==> config.mk <==
export PLATFORM = sky130hd
export DESIGN_NAME = integer_radix_to_ascii_top
export DESIGN_NICKNAME = d
export VERILOG_FILES = /design/src/ira_pkg.sv /design/src/integer_radix_to_ascii_top.sv /design/src/ira_cell.sv
export SDC_FILE = /design/constraint.sdc
export NUM_CORES = 2
export LEC_CHECK = 0
export ABC_AREA = 1
export ABC_CLOCK_PERIOD_IN_PS = 8400
export BUFFER_PORTS_ARGS = -buffer_cell sky130_fd_sc_hd__buf_4
export CAP_MARGIN = 30
export CORE_MARGIN = 3
export CORE_UTILIZATION = 65
export DETAILED_ROUTE_END_ITERATION = 10
export PLACE_DENSITY = 0.82
export SETUP_SLACK_MARGIN = 0.1
export SKIP_LAST_GASP = 1
export SLEW_MARGIN = 40
export SYNTH_ARGS = -nofsm -noshare
export SYNTH_HDL_FRONTEND = slang
export SYNTH_HIERARCHICAL = 1
export SYNTH_SLANG_ARGS = --single-unit
==> constraint.sdc <==
create_clock -name clk -period 8.4 [get_ports clk]
set_input_delay 0.42 -clock clk [delete_from_list [all_inputs] [get_ports clk]]
set_output_delay 0.42 -clock clk [all_outputs]
set_load 0.01 [all_outputs]
==> src/ira_pkg.sv <==
`default_nettype none
package ira_pkg;

  localparam int VALUE_W        = 64;
  localparam int RADIX_W        = 6;
  localparam int DIGIT_W        = 6;
  localparam int CHAR_W         = 7;
  localparam int MAX_DIGITS_DEF = 64;

  localparam logic [RADIX_W-1:0] RADIX_RESET = 6'd10;
  localparam logic [RADIX_W-1:0] RADIX_MIN   = 6'd2;
  localparam logic [RADIX_W-1:0] RADIX_MAX   = 6'd36;

  localparam logic [CHAR_W-1:0] CHAR_MINUS  = 7'h2d;
  localparam logic [CHAR_W-1:0] CHAR_ONE    = 7'h31;
  localparam logic [CHAR_W-1:0] CHAR_ZERO   = 7'h30;
  localparam logic [CHAR_W-1:0] CHAR_LOWER_A = 7'h61;
  localparam logic [CHAR_W-1:0] CHAR_LOWER_Z = 7'h7a;

  typedef enum logic [2:0] {
    S_IDLE,
    S_ERR_MINUS,
    S_ERR_ONE,
    S_CONV,
    S_SIGN,
    S_SCAN,
    S_DIGIT
  } state_t;

  // carry handed from one digit cell to the next
  typedef struct packed {
    logic valid;
    logic carry;
  } link_t;

  typedef struct packed {
    logic clear;
    logic shift;
  } cell_ctrl_t;

  function automatic logic [CHAR_W-1:0] digit_char(input logic [DIGIT_W-1:0] d);
    logic [CHAR_W-1:0] dx;
    dx = {1'b0, d};
    if (d < 6'd10) begin
      digit_char = CHAR_ZERO + dx;
    end else if (d > 6'd35) begin
      digit_char = CHAR_LOWER_Z;
    end else begin
      digit_char = CHAR_LOWER_A + dx - 7'd10;
    end
  endfunction

endpackage
`default_nettype wire

==> src/integer_radix_to_ascii_top.sv <==
`default_nettype none
// A negative request's '-' leaves after the bit-serial pass through the row of digit cells; the
// first digit leaves once leading zeros are shifted out (later for shorter text, after any sign).
// A new number is taken only once the last one's final character is loaded for output, so the
// pass and the digit shift-out set the throughput; a bad radix gives just '-' then '1'.
// Digits then leave one per cycle unless stalled.
// Reset (rst, synchronous): idle, no result pending, radix back to 10.
module integer_radix_to_ascii_top
  import ira_pkg::*;
#(
  parameter int MAX_DIGITS = MAX_DIGITS_DEF
) (
  input  wire logic               clk,
  input  wire logic               rst,
  input  wire logic               cfg_we,
  input  wire logic [RADIX_W-1:0] cfg_wdata,
  input  wire logic               in_valid,
  output logic                    in_stall,
  input  wire logic [VALUE_W-1:0] value,
  output logic                    out_valid,
  input  wire logic               out_stall,
  output logic [CHAR_W-1:0]       character,
  output logic                    last
);

  localparam int CNT_W  = $clog2(VALUE_W + MAX_DIGITS);
  localparam int REM_W  = $clog2(MAX_DIGITS + 1);
  // the cycle after the top cell's last bit, so its final carry is seen
  localparam logic [CNT_W-1:0] CONV_END = CNT_W'(VALUE_W + MAX_DIGITS - 1);
  localparam logic [CNT_W-1:0] FEED_END = CNT_W'(VALUE_W);
  localparam logic [REM_W-1:0] REM_INIT = REM_W'(MAX_DIGITS);
  localparam logic [VALUE_W-1:0] MOST_NEG = {1'b1, {(VALUE_W-1){1'b0}}};
  localparam logic [VALUE_W-1:0] MOST_POS = {1'b0, {(VALUE_W-1){1'b1}}};

  state_t             state, state_next;
  logic [RADIX_W-1:0] radix;
  logic [VALUE_W-1:0] mag;
  logic               negative;
  logic [CNT_W-1:0]   cnt;
  logic [REM_W-1:0]   rem;
  logic               overflow;

  logic               in_fire;
  logic               radix_bad;
  logic               can_load;
  logic               load_out;
  logic [CHAR_W-1:0]  char_next;
  logic               last_next;
  logic               top_ready;
  cell_ctrl_t         ctrl;
  link_t              feed;

  link_t              links  [MAX_DIGITS+1];
  logic [DIGIT_W-1:0] digits [MAX_DIGITS+1];
  logic [DIGIT_W-1:0] top_digit;

  assign in_stall  = (state != S_IDLE);
  assign in_fire   = in_valid && !in_stall;
  assign radix_bad = (radix < RADIX_MIN) || (radix > RADIX_MAX);
  assign can_load  = !out_valid || !out_stall;
  assign top_digit = digits[MAX_DIGITS];
  assign top_ready = (top_digit != '0) || (rem == REM_W'(1)) || overflow;

  assign links[0]  = feed;
  assign digits[0] = '0;

  for (genvar i = 0; i < MAX_DIGITS; i++) begin : g_cell
    ira_cell u_cell (
      .clk        (clk),
      .radix      (radix),
      .ctrl       (ctrl),
      .link_in    (links[i]),
      .digit_below(digits[i]),
      .digit      (digits[i+1]),
      .link_out   (links[i+1])
    );
  end

  // next state
  always_comb begin
    state_next = state;
    unique case (state)
      S_IDLE: begin
        if (in_fire) begin
          state_next = radix_bad ? S_ERR_MINUS : S_CONV;
        end
      end
      S_ERR_MINUS: if (can_load) state_next = S_ERR_ONE;
      S_ERR_ONE:   if (can_load) state_next = S_IDLE;
      S_CONV: begin
        if (cnt == CONV_END) begin
          state_next = negative ? S_SIGN : S_SCAN;
        end
      end
      S_SIGN:  if (can_load) state_next = S_SCAN;
      S_SCAN:  if (top_ready) state_next = S_DIGIT;
      S_DIGIT: begin
        if (can_load && rem == REM_W'(1)) begin
          state_next = S_IDLE;
        end
      end
      default: state_next = S_IDLE;
    endcase
  end

  // outputs of the sequencer
  always_comb begin
    ctrl       = '0;
    feed       = '0;
    load_out   = 1'b0;
    char_next  = CHAR_MINUS;
    last_next  = 1'b0;
    unique case (state)
      S_IDLE: ctrl.clear = in_fire;
      S_ERR_MINUS: load_out = can_load;
      S_ERR_ONE: begin
        load_out  = can_load;
        char_next = CHAR_ONE;
        last_next = 1'b1;
      end
      S_CONV: begin
        feed.valid = (cnt < FEED_END);
        feed.carry = mag[VALUE_W-1];
      end
      S_SIGN: load_out = can_load;
      S_SCAN: ctrl.shift = !top_ready;
      S_DIGIT: begin
        load_out   = can_load;
        ctrl.shift = can_load;
        char_next  = digit_char(top_digit);
        last_next  = (rem == REM_W'(1));
      end
      default: ;
    endcase
  end

  always_ff @(posedge clk) begin
    if (rst) begin
      state <= S_IDLE;
      radix <= RADIX_RESET;
    end else begin
      state <= state_next;
      if (cfg_we) begin
        radix <= cfg_wdata;
      end
    end
  end

  always_ff @(posedge clk) begin
    if (in_fire) begin
      negative <= value[VALUE_W-1];
      if (value == MOST_NEG) begin
        mag <= MOST_POS;
      end else if (value[VALUE_W-1]) begin
        mag <= ~value + VALUE_W'(1);
      end else begin
        mag <= value;
      end
      cnt      <= '0;
      rem      <= REM_INIT;
      overflow <= 1'b0;
    end else begin
      if (state == S_CONV) begin
        mag <= {mag[VALUE_W-2:0], 1'b0};
        cnt <= cnt + CNT_W'(1);
        // a carry out of the top cell means more digits than cells
        if (links[MAX_DIGITS].valid && links[MAX_DIGITS].carry) begin
          overflow <= 1'b1;
        end
      end
      if (ctrl.shift) begin
        rem <= rem - REM_W'(1);
      end
    end
  end

  always_ff @(posedge clk) begin
    if (rst) begin
      out_valid <= 1'b0;
    end else if (load_out) begin
      out_valid <= 1'b1;
    end else if (!out_stall) begin
      out_valid <= 1'b0;
    end
  end

  always_ff @(posedge clk) begin
    if (load_out) begin
      character <= char_next;
      last      <= last_next;
    end
  end

  a_ctrl_excl: assert property (@(posedge clk) disable iff (rst)
    !(ctrl.clear && ctrl.shift))
    else $error("cell clear and shift together");

  a_rem_live: assert property (@(posedge clk) disable iff (rst)
    (state == S_SCAN || state == S_DIGIT) |-> (rem != '0))
    else $error("digit count ran out during shift-out");

  a_first_digit: assert property (@(posedge clk) disable iff (rst)
    (state == S_DIGIT && $past(state) == S_SCAN) |-> top_ready)
    else $error("leading zero reached the output");

  a_last_done: assert property (@(posedge clk) disable iff (rst)
    (state == S_DIGIT && can_load && rem == REM_W'(1)) |=> (state == S_IDLE && last))
    else $error("final digit not flagged");

endmodule
`default_nettype wire

==> src/ira_cell.sv <==
`default_nettype none
module ira_cell
  import ira_pkg::*;
(
  input  wire logic               clk,
  input  wire logic [RADIX_W-1:0] radix,
  input  wire cell_ctrl_t         ctrl,
  input  wire link_t              link_in,
  input  wire logic [DIGIT_W-1:0] digit_below,
  output logic [DIGIT_W-1:0]      digit,
  output link_t                   link_out
);

  logic [DIGIT_W:0]   dbl;
  logic               over;
  logic [DIGIT_W-1:0] digit_next;
  link_t              link_next;

  // digit = 2*digit + carry_in, reduced once by radix; digit < radix keeps it below 2*radix
  always_comb begin
    dbl        = {digit, link_in.carry};
    over       = dbl >= {1'b0, radix};
    digit_next = digit;
    link_next  = '0;
    priority if (ctrl.clear) begin
      digit_next = '0;
    end else if (ctrl.shift) begin
      digit_next = digit_below;
    end else if (link_in.valid) begin
      digit_next      = over ? DIGIT_W'(dbl - {1'b0, radix}) : dbl[DIGIT_W-1:0];
      link_next.valid = 1'b1;
      link_next.carry = over;
    end
  end

  always_ff @(posedge clk) begin
    digit    <= digit_next;
    link_out <= link_next;
  end

endmodule
`default_nettype wire

==> results.md <==
* Worst-skew pair later-pin latency at 0.63 ns
* Minimum clock period at around 3.5 ns
* Status: finished, final reports clean
* Core area at roughly 80000 µm²
* Crit-path slowest cell: buf_4
* RR Startpoint: g_cell[63].u_cell/digit[0]
* Root buf cell: clkbuf_16
* Area of the mapped netlist at ~53000 µm²
* Final hold vios at 0
* Initial Utilization at 0.6576
* CTS max path bufs at 3
* 1st-iter DRT viols at 4069
* Via count at around 50000
* Die height at 291.9 µm
* Synthesis-to-finish area growth at 8.158%
* Register bit total from synthesis at just over 600
* Reg clk slew, reported paths at 0.06 ns
* FFs w/ async S/R, synth at 0
* CP dominant cell by count: nand3_1
* Measured slew at the worst slew-check pin at between 0.8 and 0.9 ns
* Grt total ovfl at 0
* Total Power at 9.001 mW
* Period utilization at 0.4174
* Worst rel slew slack at 0.4136
* Worst Path Max Fanout at 89
* Pre-antenna DRT Iters at 6
* Setup TNS Final at 0 ns
* YS warnings at 6
* Die ar. at roughly 85000 µm²
* RR Endpoint: g_cell[17].u_cell/digit[4]
* Final antenna-violating net count at 0
* Worst clock skew at ~0.028 ns
* Worst Reg-to-Reg Cells at 11
* Fmax achieved at 0.2852 GHz
* Critical path data required time at between 8 and 9 ns
* Core Util, Final at 0.7113
* Leak Pwr at about 28 nW
* Cell Rows at around 100
* Top FF cell, synth: dfxtp_1
* P per Cell Area at 156.6 nW/µm²
* Largest net degree at the start of global routing at about 190
* Most frequent cells in the layout: nand2_1 (1473), inv_1 (1248), nand3_1 (1016)
* Vias/cell at 5.721
* Final setup vio count at 0
* Port Buf Inserts at 84
* Worst setup startpoint: g_cell[63].u_cell/digit[0]
* Commonest non-fill, non-tap cell in the layout: nand2_1
* Postcts setup bufs at 0
* CTS HTree Levels at 3
* Post-Syn Instances at slightly below 8000
* Syn Area/Cell at slightly below 7 µm²
* Post_cts resized at 0
* IO Count at 85
* DR DRC count at 0
* ANT cells at 0
* Layout cell share with drive strength beyond 1 at 0.1337
* Hold Path Stages at 3
* Max Cap Violations at 0
* Hold endpoint: radix[4]
* Global-route wire length before repair at approximately 230000 µm
* Largest area contributor in the netlist: dfxtp_1
* DRT Wirelength at approximately 130000 µm
* CP max stage delay at ~0.58 ns
* Number of global-route vias before repair at about 48000
* Total GRT Usage at 0.3088
* Setup repair after global routing missed its margin: false
* Hold WC Path Type: input port to flop
* Post-layout net count at ~8300
* Yosys cell types at 55
* Flop-to-flop setup slack at ~5 ns
* # hold bufs at CTS at 5
* Worst VDD drop at approximately 230 µV
* Seq/Total Area, Yosys at 0.2435
* Hold Crit Start: cfg_wdata[4]
* DP HPWL at ~94000 µm
* Initial antenna violation count at 1
* Crit. End Element: flop
* Worst-path cell chain: inv_1 > ha_1 > nand3_1 > nor3_1 > nand3_1 > nand2_4 > buf_4 > buf_6 > nor2_1 > a22oi_1 > a21oi_1
* Area contributors post-synth: dfxtp_1 (20%), nand2_1 (10%), nand3_1 (9.6%)
* Crit path kind: flop to flop
* Die W at between 200 and 300 µm
* Placer Congestion at ~0.95
* Avg WL per Cell at around 15 µm
* EDFF count, synth at 73
* CP startpoint kind: flop
* Crit path DAT at 3.97 ns
* Yosys top cell area share at 0.2023
* Slew Viols, Final at 0
* # clock sinks at 610
* CTS tree: built
* TritonCTS Buffers at 72
synth_stat cells, types with 65 or more instances:
| library cell | number |
|---|---|
| nand3_4 | 65 |
| xnor2_1 | 140 |
| a21oi_2 | 191 |
| dfxtp_1 | 537 |
| nor2_2 | 143 |
| nand3_1 | 1016 |
| edfxtp_1 | 73 |
| a22oi_1 | 383 |
| inv_2 | 71 |
| nand3b_1 | 200 |
| nor3_1 | 72 |
| nor2_1 | 480 |
| clkbuf_1 | 68 |
| nand4_1 | 73 |
| a21oi_1 | 415 |
| inv_1 | 1248 |
| nand2_4 | 65 |
| nand2_1 | 1475 |
| nand2_2 | 200 |
| ha_1 | 395 |
sequential cells by signal (all words and copies together), names as in the netlist:
| signal | cells |
|---|---|
| out_valid | 1 |
| cnt | 7 |
| character | 7 |
| last | 1 |
| state | 3 |
| mag | 64 |
| radix | 6 |
| rem | 7 |
| g_cell.u_cell/link_out | 128 |
| overflow | 1 |
| negative | 1 |
| g_cell.u_cell/digit | 384 |
area by class of cell:
| cell class | count | area, µm² |
|---|---|---|
| Multi-Input combinational cell | 5627 | 34660 |
| Fill cell | 6694 | 23330 |
| Sequential cell | 610 | 12960 |
| Inverter | 1383 | 5194 |
| Clock buffer | 94 | 2007 |
| Tap cell | 1060 | 1326 |
| Timing Repair Buffer | 108 | 899.6 |
| Clock inverter | 39 | 424.2 |
report_power, final:
| part | switching (mW) | total, mW | internal, mW |
|---|---|---|---|
| Combinational | 1.63 | 2.41 | 0.778 |
| Sequential | 0.108 | 3.36 | 3.25 |
| Clock | 1.34 | 3.23 | 1.89 |
| Total | 3.08 | 9.00 | 5.92 |
logic make-up after synthesis:
logic type / after synthesis / share of synthesized area
compound gates: 1086 / 0.1387
xor+xnor: 156 / 0.02571
fa+ha+maj: 459 / 0.1171
buf+inv: 1470 / 0.1047
flops: 610 / 0.2435
other cells: 1 / 0.00007057
simple gates: 3920 / 0.3702
how the worst max path moves through the flow:
stage / to / slack, ns / cells past startpoint
2_1_floorplan: g_cell[0].u_cell/link_out[0] / 2.43 / 9
3_3_place_gp: g_cell[15].u_cell/digit[3] / 4.88 / 11
3_5_place_dp: g_cell[10].u_cell/digit[3] / 4.75 / 11
4_1_cts: g_cell[10].u_cell/digit[3] / 4.71 / 11
5_1_grt: g_cell[12].u_cell/digit[3] / 4.64 / 11
6_report: g_cell[17].u_cell/digit[4] / 4.89 / 11
metal layers:
metal | up-vias | wire length [µm] | GRT usage
li1 | 25611 | - | -
met1 | 23568 | 59870 | 0.4135
met2 | 1598 | 63130 | 0.5271
met3 | 261 | 8189 | 0.03286
met4 | 0 | 3394 | 0.09122
met5 | - | 0 | 0
worst max-delay path: cells and delay by family, from the launching register on:
family                     cells  cell delay (ns)
buffers and inverters          3             1.29
AOI/OAI and AO/OA              2             0.31
and+or+nand+nor                5             1.05
adders and majority gates      1             0.17
DFF                            1             0.41
stage by stage:
stage	instances	setup slack [ns]	instance area (µm²)	hold slack, ns
after floorplan	7707	2.435	53160	0.4352
after global placement	8782	4.881	54950	0.4498
after detailed placement	8782	4.749	54960	0.4500
after CTS	8920	4.708	57440	0.001667
after global routing	8921	4.641	57480	0.02585
final	8921	4.894	57480	0.02448
No activity file was read; power rests on OpenSTA's default activity.
